===== src/omni_three_wheel_inverse_kinematics_assert.svh =====
// Assertion macros for the three-wheel omni inverse kinematics block.
// Used by the top level only; expects clk_i and rst_ni in scope.
`ifndef OMNI_THREE_WHEEL_INVERSE_KINEMATICS_ASSERT_SVH
`define OMNI_THREE_WHEEL_INVERSE_KINEMATICS_ASSERT_SVH

// Check a property on every clock edge outside reset
`define OTWIK_ASSERT(lbl, prop, msg) \
  lbl: assert property (@(posedge clk_i) disable iff (!rst_ni) (prop)) else $error(msg);

// Check an implication in the next cycle outside reset
`define OTWIK_ASSERT_NEXT(lbl, ante, cons, msg) \
  lbl: assert property (@(posedge clk_i) disable iff (!rst_ni) (ante) |=> (cons)) else $error(msg);

`endif


===== src/otwik_pkg.sv =====
// Shared types, constants and helper functions for the omni kinematics block.
// No dependencies; used by all modules.
`default_nettype none

package otwik_pkg;

  // Widths of internal datapaths
  localparam int CW = 33;  // CORDIC x, y and angle
  localparam int AW = 35;  // raw angle before wrapping
  localparam int PW = 49;  // trig times velocity product
  localparam int RW = 33;  // distance times yaw rate product
  localparam int NW = 51;  // wheel numerator
  localparam int DW = 38;  // divider dividend and quotient
  localparam int MW = 29;  // magnitude before clamping
  localparam int OW = 18;  // output field width

  localparam int ANGLE_ITER_DEF = 16;

  localparam logic [15:0] RADIUS_RST = 16'd1966;
  localparam logic [15:0] CENTER_RST = 16'd10112;

  localparam logic signed [AW-1:0] PI_Q30      = 35'sd3373259426;
  localparam logic signed [AW-1:0] HALF_PI_Q30 = 35'sd1686629713;
  localparam logic signed [AW-1:0] THIRD_PI_Q30 = 35'sd1124419809;
  localparam logic signed [AW-1:0] TWO_PI_Q30  = 35'sd6746518852;
  localparam logic [CW-1:0] CORDIC_GAIN_Q30 = 33'd652032874;
  localparam logic [21:0] RPM_FACTOR_Q16 = 22'd2503291;

  localparam logic [OW-1:0] OUT_MAX = 18'h1FFFF;
  localparam logic [OW-1:0] OUT_MIN = 18'h20000;

  // Register indexes of the configuration port
  localparam logic REG_RADIUS = 1'b0;
  localparam logic REG_CENTER = 1'b1;

  // Word carried along the CORDIC row, three angles side by side
  typedef struct packed {
    logic [2:0][CW-1:0] x;
    logic [2:0][CW-1:0] y;
    logic [2:0][CW-1:0] a;
    logic [2:0]         neg;
    logic [15:0]        vx;
    logic [15:0]        vy;
    logic [15:0]        yaw;
  } cordic_t;

  // Word carried along the divider row, three wheels side by side
  typedef struct packed {
    logic [2:0][DW-1:0] num;
    logic [2:0][15:0]   rem;
    logic [2:0]         neg;
  } div_t;

  typedef struct packed {
    logic [CW-1:0] a;
    logic          neg;
  } fold_t;

  typedef struct packed {
    logic          sat;
    logic [OW-1:0] val;
  } clamp_t;

  // Arctangent of 2^-i in Q.30
  function automatic logic [CW-1:0] atan_q30(input int i);
    logic [CW-1:0] r;
    case (i)
      0:  r = 33'd843314857;
      1:  r = 33'd497837829;
      2:  r = 33'd263043837;
      3:  r = 33'd133525159;
      4:  r = 33'd67021687;
      5:  r = 33'd33543516;
      6:  r = 33'd16775851;
      7:  r = 33'd8388437;
      8:  r = 33'd4194283;
      9:  r = 33'd2097149;
      10: r = 33'd1048576;
      default: r = (i > 30) ? '0 : CW'(64'd1 << (30 - i));
    endcase
    return r;
  endfunction

  // Wrap once into [-pi, pi], then fold into [-pi/2, pi/2]
  function automatic fold_t wrap_fold(input logic signed [AW-1:0] a_in);
    logic signed [AW-1:0] w;
    fold_t r;
    w = a_in;
    r.neg = 1'b0;
    if (w > PI_Q30) begin
      w = w - TWO_PI_Q30;
    end else if (w < -PI_Q30) begin
      w = w + TWO_PI_Q30;
    end
    if (w > HALF_PI_Q30) begin
      w = w - PI_Q30;
      r.neg = 1'b1;
    end else if (w < -HALF_PI_Q30) begin
      w = w + PI_Q30;
      r.neg = 1'b1;
    end
    r.a = w[CW-1:0];
    return r;
  endfunction

  // Apply sign to a magnitude and clamp to the 18 bit range
  function automatic clamp_t clamp_out(input logic [MW-1:0] mag, input logic neg,
                                       input logic force_sat);
    clamp_t r;
    if (neg) begin
      r.sat = force_sat || (mag > MW'(131072));
      r.val = r.sat ? OUT_MIN : OW'(-mag[OW-1:0]);
    end else begin
      r.sat = force_sat || (mag > MW'(131071));
      r.val = r.sat ? OUT_MAX : mag[OW-1:0];
    end
    return r;
  endfunction

endpackage

`default_nettype wire


===== src/otwik_cordic_cell.sv =====
// One rotation stage of the CORDIC row, three angles in parallel.
// Depends on otwik_pkg.
`default_nettype none

module otwik_cordic_cell #(
  parameter int STAGE = 0
) (
  input  wire logic              clk_i,
  input  wire logic              rst_ni,
  input  wire logic              valid_i,
  output logic                   ready_o,
  input  wire otwik_pkg::cordic_t data_i,
  output logic                   valid_o,
  input  wire logic              ready_i,
  output otwik_pkg::cordic_t     data_o
);
  import otwik_pkg::*;

  localparam logic [CW-1:0] ATAN = atan_q30(STAGE);

  cordic_t data_d, data_q;
  logic    valid_q;

  // Rotate each lane toward zero residual angle
  always_comb begin
    logic signed [CW-1:0] x, y, a, dx, dy;
    data_d = data_i;
    for (int k = 0; k < 3; k++) begin
      x  = $signed(data_i.x[k]);
      y  = $signed(data_i.y[k]);
      a  = $signed(data_i.a[k]);
      dx = y >>> STAGE;
      dy = x >>> STAGE;
      if (!a[CW-1]) begin
        data_d.x[k] = x - dx;
        data_d.y[k] = y + dy;
        data_d.a[k] = a - $signed(ATAN);
      end else begin
        data_d.x[k] = x + dx;
        data_d.y[k] = y - dy;
        data_d.a[k] = a + $signed(ATAN);
      end
    end
  end

  assign ready_o = !valid_q || ready_i;

  // Advance the word when the next cell can take it
  always_ff @(posedge clk_i or negedge rst_ni) begin
    if (!rst_ni) begin
      valid_q <= 1'b0;
    end else if (ready_o) begin
      valid_q <= valid_i;
    end
  end

  always_ff @(posedge clk_i) begin
    if (ready_o && valid_i) begin
      data_q <= data_d;
    end
  end

  assign valid_o = valid_q;
  assign data_o  = data_q;

endmodule

`default_nettype wire


===== config.mk =====
export PLATFORM = sky130hd
export DESIGN_NAME = otwik_cordic_cell
export DESIGN_NICKNAME = d
export VERILOG_FILES = /design/src/omni_three_wheel_inverse_kinematics_assert.svh /design/src/otwik_pkg.sv /design/src/otwik_cordic_cell.sv
export SDC_FILE = /design/constraint.sdc
export NUM_CORES = 1
export LEC_CHECK = 0
export BUFFER_PORTS_ARGS = -buffer_cell sky130_fd_sc_hd__buf_2
export CAP_MARGIN = 25
export CORE_MARGIN = 8
export CORE_UTILIZATION = 35
export CTS_CLUSTER_DIAMETER = 50
export CTS_CLUSTER_SIZE = 12
export DETAILED_ROUTE_END_ITERATION = 12
export GPL_ROUTABILITY_DRIVEN = 0
export PLACE_DENSITY_LB_ADDON = 0.3
export SKIP_LAST_GASP = 1
export SYNTH_ARGS = -nofsm -noshare
export SYNTH_HDL_FRONTEND = slang
export SYNTH_SLANG_ARGS = --single-unit
export TNS_END_PERCENT = 100

===== constraint.sdc =====
create_clock -name clk_i -period 23 [get_ports clk_i]
set_input_delay 6.9 -clock clk_i [delete_from_list [all_inputs] [get_ports clk_i]]
set_output_delay 6.9 -clock clk_i [all_outputs]
set_load 0.01 [all_outputs]

==> reports/qor.csv <==
metric,value,unit
final_cells,5270,
clock_sinks,346,
clk_latency,630,ps
synth_area,0.03077,sq mm
cts_hold_buf,0,
drive_above_1_share,21.29,%
timing.rr.start,valid_o$_DFFE_PN0N_,
syn_nets,4143,
coreArea,0.08702,sq mm
fp-row-count,108,
hold_start,valid_o$_DFFE_PN0N_,
placed_area,0.03529,sq mm
synth_cells,3398,
r2r-end,data_o[154]$_DFFE_PP_,
ys_seq_elements,346,
fin_crit_sh,61.80,%
wire_per_inst,20.77,microns
synthFlopType,edfxtp_1,
viasPerCell,5.326,
clock_path_buffers,3,
yosys-top-cells-area,"edfxtp_1 34%, ha_1 15%, xnor2_1 6.5%",
synth_top_area_share,33.66,%
utilization,42.97,%
max_freq,70.36,MHz
cp_num_buf_inv,2,
synth.distinct_cells,93,
cts_tree,built,
design_area,0.03739,sq mm
cp_slowest_cell,nand2b_1,
final_common_cell,buf_2,
cellPowerDensity,66.86,mW/mm^2
drv_cap,0,
nets,4780,
h-tree-depth,2,
post_cts_buffers,0,
layout_common_cells,"699 x buf_2, 392 x a21oi_1, 381 x ha_1",
hpwlAfterDp,88.94,mm
antenna_left,0,
crit_chain,buf_2 > nand2b_1 > buf_2,
cp_common_cell,buf_2,
hold_viol_final,0,
min_to,valid_o$_DFFE_PN0N_,
track_usage,21.05,%
drt_first_pass_iters,6,
drc_errors,0,
ys_async_sr_fraction,0.2890,%
p_leak,16.87,nW
die_width,312.5,microns
postSynthAreaPerCell,9.057,sq um
multi_input_area,0.01859,sq mm
postLayoutSetupSlackWorst,8787,ps
critical_path_arrival,7310,ps
num-fill-cells,8769,
criticalPathCategory,input pin to output pin,
slew_headroom,30.83,%
reg2reg_slack,19890,ps
yosys.area.top_type,edfxtp_1,
initial_core_util,35.36,%
rsz0062_at_grt,false,
status,"finished, final reports clean",
hold_slack,575.7,ps
overflow,0,
die_y,312.5,microns
holdCritPathClass,register to register,
synth_edf_count,345,
dp_worst_setup_slack,8790,ps
grt_antenna_before_repair,59,
place_inst,5133,
cts_root_buffer,clkbuf_16,
layout_min_cycle_time,14210,ps
grt_max_degree,99,
vdd_ir_drop_max,0.06075,mV
start_kind,input pin,
skew,15.83,ps
finalSetupViolations,0,
ys_seq_area_share,33.75,%
ioPinCount,702,
regArea,0.01039,sq mm
cp.required,16100,ps
dr.first_iter.drc_count,2612,
tightestPinTransition,1037,ps
holdPathStages,2,
crit_path_max_incr_delay,160,ps
syn2layout_area_growth,21.50,%
cts_resized,0,
grt_pass1_vias,26940,
slew_viol_final,0,
clk_pin_slew,60,ps
worst-path-max-fanout,3,
io_buffer_count,701,
cts_buffers,55,
grt_pass1_wl,162.9,mm
die-area,0.09767,sq mm
cp-end-kind,output pin,
setup_tns,0,ps
drt-total-wl,109.5,mm
worst_path_dominant_cell_family,buffers and inverters,
yosys_warnings,0,
reg2regPathDepth,4,
vias,28070,
finalPower,2.500,mW
## registers in the layout, indices dropped and copies added, names as in the netlist
register	cells
data_o	345
valid_o	1
## metal layers
| metal | wire length (microns) | up-vias | global-route usage [%] | share of wire [%] |
|---|---|---|---|---|
| met2 | 50990 | 1027 | 34.23 | 47 |
| met1 | 45000 | 13220 | 26.27 | 41 |
| li1 | - | 13580 | - | - |
| met5 | 253 | - | 0 | 0.23 |
| met4 | 3991 | 36 | 8.360 | 3.6 |
| met3 | 9223 | 205 | 5.953 | 8.4 |
## power by group
part           total, mW  internal, mW  leakage (nW)  switching, mW
logic              0.772         0.296          12.6          0.476
registers          0.817         0.798          3.30         0.0185
clock network      0.911         0.571         0.969          0.340
## cells in the mapped netlist (all sizes together), types with 15 or more instances
| library cell | number |
|---|---|
| or4 | 15 |
| nand2 | 161 |
| o21bai | 55 |
| nor4 | 18 |
| xor2 | 47 |
| or3 | 24 |
| buf | 47 |
| nand4 | 34 |
| a2111oi | 15 |
| a21oi | 394 |
| ha | 381 |
| inv | 324 |
| nand2b | 41 |
| a21o | 119 |
| nor2b | 43 |
| a211oi | 40 |
| o211ai | 26 |
| o21ai | 212 |
| clkbuf | 88 |
| and3 | 15 |
| o41ai | 15 |
| o31ai | 15 |
| edfxtp | 345 |
| o21a | 36 |
| nor2 | 266 |
| or2 | 16 |
| xnor2 | 227 |
| mux2i | 46 |
| a31oi | 26 |
| nor3 | 65 |
| nand3 | 57 |
## worst max path at each step
stage                     startpoint                   to  slack, ps  cells past startpoint
final                        ready_i              ready_o       8790                      3
after global routing         ready_i              ready_o       8760                      3
after CTS                    ready_i              ready_o       8790                      3
after detailed placement     ready_i              ready_o       8790                      3
after global placement       ready_i              ready_o       8780                      3
after floorplan              ready_i  data_o[0]$_DFFE_PP_       7310                      2
## worst register-to-register path, cell delays in order (launching register included)
cell      delay [ps]
dfrtp_1          390
nand2b_1         120
and2_4           570
buf_4            770
buf_4            800
## cell families after synthesis
logic type,Yosys count,synth area share (%)
adders and majority gates,393,16.27
muxes,47,1.533
and+or+nand+nor,795,12.51
AOI/OAI and AO/OA,1076,22.30
xor gates and xnor gates,274,7.798
buffers and inverters,467,5.851
DFF,346,33.75
## area by class of cell
| class | instances | share of cell area, % |
|---|---|---|
| multi-input combinational | 2585 | 49.72 |
| sequential | 346 | 27.77 |
| timing repair buffer | 715 | 9.677 |
| clock buffer | 62 | 3.918 |
| tap | 1155 | 3.865 |
| inverter | 332 | 3.333 |
| clock inverter | 41 | 1.482 |
| antenna | 34 | 0.2275 |
Power figures use the tool's default switching activity.
