<file path="src/omni_three_wheel_inverse_kinematics_assert.svh">
// Assertion macros for the three-wheel omni inverse kinematics block.
// Used by the top level only; expects clk_i and rst_ni in scope.
`ifndef OMNI_THREE_WHEEL_INVERSE_KINEMATICS_ASSERT_SVH
`define OMNI_THREE_WHEEL_INVERSE_KINEMATICS_ASSERT_SVH

// Check a property on every clock edge outside reset
`define OTWIK_ASSERT(lbl, prop, msg) \
  lbl: assert property (@(posedge clk_i) disable iff (!rst_ni) (prop)) else $error(msg);

// Check an implication in the next cycle outside reset
`define OTWIK_ASSERT_NEXT(lbl, ante, cons, msg) \
  lbl: assert property (@(posedge clk_i) disable iff (!rst_ni) (ante) |=> (cons)) else $error(msg);

`endif

</file>
<file path="src/otwik_pkg.sv">
// Shared types, constants and helper functions for the omni kinematics block.
// No dependencies; used by all modules.
`default_nettype none

package otwik_pkg;

  // Widths of internal datapaths
  localparam int CW = 33;  // CORDIC x, y and angle
  localparam int AW = 35;  // raw angle before wrapping
  localparam int PW = 49;  // trig times velocity product
  localparam int RW = 33;  // distance times yaw rate product
  localparam int NW = 51;  // wheel numerator
  localparam int DW = 38;  // divider dividend and quotient
  localparam int MW = 29;  // magnitude before clamping
  localparam int OW = 18;  // output field width

  localparam int ANGLE_ITER_DEF = 16;

  localparam logic [15:0] RADIUS_RST = 16'd1966;
  localparam logic [15:0] CENTER_RST = 16'd10112;

  localparam logic signed [AW-1:0] PI_Q30      = 35'sd3373259426;
  localparam logic signed [AW-1:0] HALF_PI_Q30 = 35'sd1686629713;
  localparam logic signed [AW-1:0] THIRD_PI_Q30 = 35'sd1124419809;
  localparam logic signed [AW-1:0] TWO_PI_Q30  = 35'sd6746518852;
  localparam logic [CW-1:0] CORDIC_GAIN_Q30 = 33'd652032874;
  localparam logic [21:0] RPM_FACTOR_Q16 = 22'd2503291;

  localparam logic [OW-1:0] OUT_MAX = 18'h1FFFF;
  localparam logic [OW-1:0] OUT_MIN = 18'h20000;

  // Register indexes of the configuration port
  localparam logic REG_RADIUS = 1'b0;
  localparam logic REG_CENTER = 1'b1;

  // Word carried along the CORDIC row, three angles side by side
  typedef struct packed {
    logic [2:0][CW-1:0] x;
    logic [2:0][CW-1:0] y;
    logic [2:0][CW-1:0] a;
    logic [2:0]         neg;
    logic [15:0]        vx;
    logic [15:0]        vy;
    logic [15:0]        yaw;
  } cordic_t;

  // Word carried along the divider row, three wheels side by side
  typedef struct packed {
    logic [2:0][DW-1:0] num;
    logic [2:0][15:0]   rem;
    logic [2:0]         neg;
  } div_t;

  typedef struct packed {
    logic [CW-1:0] a;
    logic          neg;
  } fold_t;

  typedef struct packed {
    logic          sat;
    logic [OW-1:0] val;
  } clamp_t;

  // Arctangent of 2^-i in Q.30
  function automatic logic [CW-1:0] atan_q30(input int i);
    logic [CW-1:0] r;
    case (i)
      0:  r = 33'd843314857;
      1:  r = 33'd497837829;
      2:  r = 33'd263043837;
      3:  r = 33'd133525159;
      4:  r = 33'd67021687;
      5:  r = 33'd33543516;
      6:  r = 33'd16775851;
      7:  r = 33'd8388437;
      8:  r = 33'd4194283;
      9:  r = 33'd2097149;
      10: r = 33'd1048576;
      default: r = (i > 30) ? '0 : CW'(64'd1 << (30 - i));
    endcase
    return r;
  endfunction

  // Wrap once into [-pi, pi], then fold into [-pi/2, pi/2]
  function automatic fold_t wrap_fold(input logic signed [AW-1:0] a_in);
    logic signed [AW-1:0] w;
    fold_t r;
    w = a_in;
    r.neg = 1'b0;
    if (w > PI_Q30) begin
      w = w - TWO_PI_Q30;
    end else if (w < -PI_Q30) begin
      w = w + TWO_PI_Q30;
    end
    if (w > HALF_PI_Q30) begin
      w = w - PI_Q30;
      r.neg = 1'b1;
    end else if (w < -HALF_PI_Q30) begin
      w = w + PI_Q30;
      r.neg = 1'b1;
    end
    r.a = w[CW-1:0];
    return r;
  endfunction

  // Apply sign to a magnitude and clamp to the 18 bit range
  function automatic clamp_t clamp_out(input logic [MW-1:0] mag, input logic neg,
                                       input logic force_sat);
    clamp_t r;
    if (neg) begin
      r.sat = force_sat || (mag > MW'(131072));
      r.val = r.sat ? OUT_MIN : OW'(-mag[OW-1:0]);
    end else begin
      r.sat = force_sat || (mag > MW'(131071));
      r.val = r.sat ? OUT_MAX : mag[OW-1:0];
    end
    return r;
  endfunction

endpackage

`default_nettype wire

</file>
<file path="src/otwik_div_cell.sv">
// One restoring division step of the divider row, three wheels in parallel.
// Depends on otwik_pkg.
`default_nettype none

module otwik_div_cell (
  input  wire logic            clk_i,
  input  wire logic            rst_ni,
  input  wire logic [15:0]     divisor_i,
  input  wire logic            valid_i,
  output logic                 ready_o,
  input  wire otwik_pkg::div_t data_i,
  output logic                 valid_o,
  input  wire logic            ready_i,
  output otwik_pkg::div_t      data_o
);
  import otwik_pkg::*;

  div_t data_d, data_q;
  logic valid_q;

  // Shift in one dividend bit, subtract when it fits, shift out a quotient bit
  always_comb begin
    logic [16:0] part;
    logic        ge;
    data_d = data_i;
    for (int k = 0; k < 3; k++) begin
      part = {data_i.rem[k], data_i.num[k][DW-1]};
      ge   = part >= {1'b0, divisor_i};
      data_d.rem[k] = ge ? 16'(part - {1'b0, divisor_i}) : part[15:0];
      data_d.num[k] = {data_i.num[k][DW-2:0], ge};
    end
  end

  assign ready_o = !valid_q || ready_i;

  always_ff @(posedge clk_i or negedge rst_ni) begin
    if (!rst_ni) begin
      valid_q <= 1'b0;
    end else if (ready_o) begin
      valid_q <= valid_i;
    end
  end

  always_ff @(posedge clk_i) begin
    if (ready_o && valid_i) begin
      data_q <= data_d;
    end
  end

  assign valid_o = valid_q;
  assign data_o  = data_q;

endmodule

`default_nettype wire

</file>
<file path="config.mk">
export PLATFORM = sky130hd
export DESIGN_NAME = otwik_div_cell
export DESIGN_NICKNAME = d
export VERILOG_FILES = /design/src/omni_three_wheel_inverse_kinematics_assert.svh /design/src/otwik_pkg.sv /design/src/otwik_div_cell.sv
export SDC_FILE = /design/constraint.sdc
export NUM_CORES = 1
export LEC_CHECK = 0
export BUFFER_PORTS_ARGS = -buffer_cell sky130_fd_sc_hd__buf_4
export CORE_MARGIN = 8
export CORE_UTILIZATION = 52
export DETAILED_ROUTE_END_ITERATION = 8
export PLACE_DENSITY = 0.95
export SETUP_SLACK_MARGIN = 0.5
export SKIP_LAST_GASP = 1
export SLEW_MARGIN = 25
export SYNTH_ARGS = -nofsm -noshare
export SYNTH_HDL_FRONTEND = slang
export SYNTH_SLANG_ARGS = --single-unit
export TNS_END_PERCENT = 10
</file>
<file path="constraint.sdc">
create_clock -name clk_i -period 13.1 [get_ports clk_i]
set_input_delay 0.655 -clock clk_i [delete_from_list [all_inputs] [get_ports clk_i]]
set_output_delay 0.655 -clock clk_i [all_outputs]
set_load 0.01 [all_outputs]
</file>
==> flow_metrics.py <==
metrics = {
    "clocking": {
        "clk_path_buf_depth": 2,
        "cts_max_level": 4,
        "clock-sinks": 166,
        "numCtsBuffers": 17,
        "cts_resized": 0,
        "clkTransAtPathRegs_ps": 60,
        "clk_latency_ps": 440,
        "cts_setup_buffers": 0,
        "tritoncts": "yes",
        "clockRootBuffer": "clkbuf_16",
    },
    "synth": {
        "synth-simple-area-share_pct": 6.773,
        "synth_area_sq_um": 7980,
        "synth_top_family_by_area": "compound AO/OA/AOI/OAI gates",
        "synth_top_area_share_pct": 62.09,
        "synth_cell_types": 58,
        "synth_compound_area_share_pct": 11.04,
        "synth_enable_flop_cells": 165,
        "synth_nets": 802,
        "yosysWarningCount": 0,
        "synthTopCellsByCount": "edfxtp_1, ha_1, a21oi_1",
        "ys_ff_latch": 166,
        "synth_mux_area_share_pct": 5.597,
        "synthAdderAreaFrac_pct": 8.278,
        "synth_cells": 566,
        "synthTopCellsByArea": "edfxtp_1, ha_1, mux2_2",
        "ys_async_sr_fraction_pct": 0.6024,
        "synth_ff_type": "edfxtp_1",
        "yosysTopAreaCell": "edfxtp_1",
        "synth-xor-area-share_pct": 3.951,
        "ys_seq_area_share_pct": 62.40,
        "synth.most_common_cell": "edfxtp_1",
        "syn_avg_cell_area_sq_um": 14.10,
    },
    "floorplanning": {
        "die_h_microns": 139.9,
        "initial_core_util_pct": 52.89,
        "die_area_sq_um": 19570,
        "ios": 352,
        "core_region_area_sq_um": 15090,
        "die_w_microns": 139.9,
        "num_rows": 45,
    },
    "pwr": {
        "internal_power_mw": 1.119,
        "vdd_drop_max_mv": 0.09470,
        "switching_share_pct": 25.32,
        "p_seq_share_pct": 43.3,
        "p_switching_mw": 0.3793,
        "p_comb_share_pct": 21.1,
        "p_per_area_nw_per_um2": 130.5,
        "power.static_leakage_nw": 4.969,
        "p_clk_share_pct": 35.6,
    },
    "placed_design": {
        "hpwl_microns": 22350,
        "numPortBuffers": 351,
        "gp_congestion": 0.9349,
    },
    "setup_path": {
        "critical_path_required_ps": 13290,
        "path_cells": "buf_4, inv_1, ha_1, a21o_1, a21oi_2, o21ai_0, a211oi_2, a21oi_2, a2111oi_4, buf_4, mux2_2",
        "crit_path_start_kind": "input port",
        "slowest_stage": "mux2_2",
        "critPathCaptureType": "register",
        "critical_path.max_fanout": 16,
        "cp_num_cells": 11,
        "crit_path_max_incr_delay_ps": 380,
        "crit_type": "input port to register",
        "r2r_cells": 4,
        "path_buf_inv": 3,
        "worst-endpoint-arrival_ps": 3280,
        "cp_top_family": "compound AO/OA/AOI/OAI gates",
    },
    "layout": {
        "syn2layout_area_growth_pct": 43.90,
        "regArea_sq_um": 4980,
        "nets": 1172,
        "drive_above_1_share_pct": 45.42,
        "multi_input_area_sq_um": 2855,
        "post-route-util_pct": 76.10,
        "fill_cells": 950,
    },
    "drt": {
        "route.detailed.drc": 0,
        "drt-total-wl_microns": 28490,
        "drt.antenna.violating_nets": 0,
        "vias_per_cell": 5.699,
        "routedWlPerCell_microns": 25.04,
        "vias": 6486,
        "drtPass1Iterations": 5,
        "drt_iter0_markers": 458,
    },
    "global_routing": {
        "overflow": 0,
        "grt_pass1_vias": 6420,
        "grt_max_degree": 76,
        "grt_use_total_pct": 28.40,
        "antenna_found_initial": 0,
        "grt_pass1_wl_microns": 40950,
    },
    "sta": {
        "max_freq_mhz": 323.2,
        "period_share_pct": 23.62,
        "setup_viol": 0,
        "finalCriticalPeriod_ps": 3094,
        "whs_ps": 387.7,
        "relSlewSlack_pct": 37.67,
        "finClkSkew_ps": 7.150,
        "tightestPinTransition_ps": 934.9,
        "drv_slew": 0,
        "fin_tns_setup_ps": 0,
        "rsz0062_at_grt": "no",
        "finalHoldViolations": 0,
    },
    "run": {
        "cap_violations": 0,
    },
    "hold_path": {
        "hp-class": "input port to register",
        "min_path_cells": 1,
    },
    "outcome": {
        "status": "finished clean",
    },
}
-- timing repair --
item,in CTS,in global routing
endpoints found under the hold margin,1,0
hold buffers,1,0
endpoints found under the setup margin,0,0
-- through the flow --
stage	power [mW]	cell area, sq um	instances	worst slack, ps
floorplan	0.8283	7980	566	7907
global placement	0.9609	10840	1104	9626
detailed placement	0.9694	10840	1104	9503
CTS	1.502	11470	1137	9968
global route	1.551	11480	1137	9891
finish	1.498	11480	1138	10010
-- sequential cells by signal, summed over array words and instances, names as in the netlist --
register	flops
valid_o	1
data_o	165
-- cells in the final DEF (no fill, tap or decap), types with 4 or more instances in the layout --
master	instances
buf_4	355
edfxtp_1	165
nor2b_1	4
xnor2_1	28
nor2_1	38
nand4_1	4
a21oi_2	4
mux2_2	24
nand2b_1	8
bufinv_16	4
nand3_1	11
nand2_1	18
o21ai_0	16
mux2_4	7
a211oi_1	6
o21a_1	13
clkbuf_16	17
mux2i_1	6
inv_1	30
or3_1	5
a21oi_1	45
xor2_1	8
o211ai_1	5
a21o_1	14
nor3_1	5
ha_1	48
-- metal layers --
layer	GRT usage [%]	part of all wire [%]	wire, microns	vias up
li1	-	-	-	2905
met1	30.39	35	10000	3140
met2	52.22	54	15270	379
met3	8.824	8.7	2473	62
met4	9.029	2.6	747	0
met5	0	0	0	-
-- cell type report --
cell class	count	share of cell area (%)
clock buffer	21	3.922
clock inverter	11	1.504
timing repair buffer	356	23.29
antenna	1	0.02179
inverter	30	0.9806
tap	188	2.048
sequential	166	43.36
multi-input combinational	365	24.86
-- cells by family after synthesis --
kind of cell,count (synthesis)
DFF,166
and+or+nand+nor,109
adders and majority gates,51
AOI/OAI and AO/OA,131
buffers and inverters,35
muxes,38
xor gates and xnor gates,36
-- power by group through the flow --
stage                     sequential (mW)  clock (mW)  combinational (mW)
after global routing                0.651       0.563               0.338
after global placement              0.657           0               0.304
after CTS                           0.648       0.539               0.315
after detailed placement            0.658           0               0.312
final                               0.649       0.534               0.316
after floorplan                     0.681           0               0.147
-- worst paths after layout --
kind | startpoint | to | slack, ps
worst max-delay path | divisor_i[6] | data_o[21] | 10010
worst min-delay path | data_i[51] | data_o[52] | 390
worst max register to register | valid_o | data_o[128] | 10050
worst min register to register | valid_o | valid_o | 680
max in group asynchronous | rst_ni | valid_o | 12490
min in group asynchronous | rst_ni | valid_o | 520
Note: power is estimated with default switching activity, not from simulation.
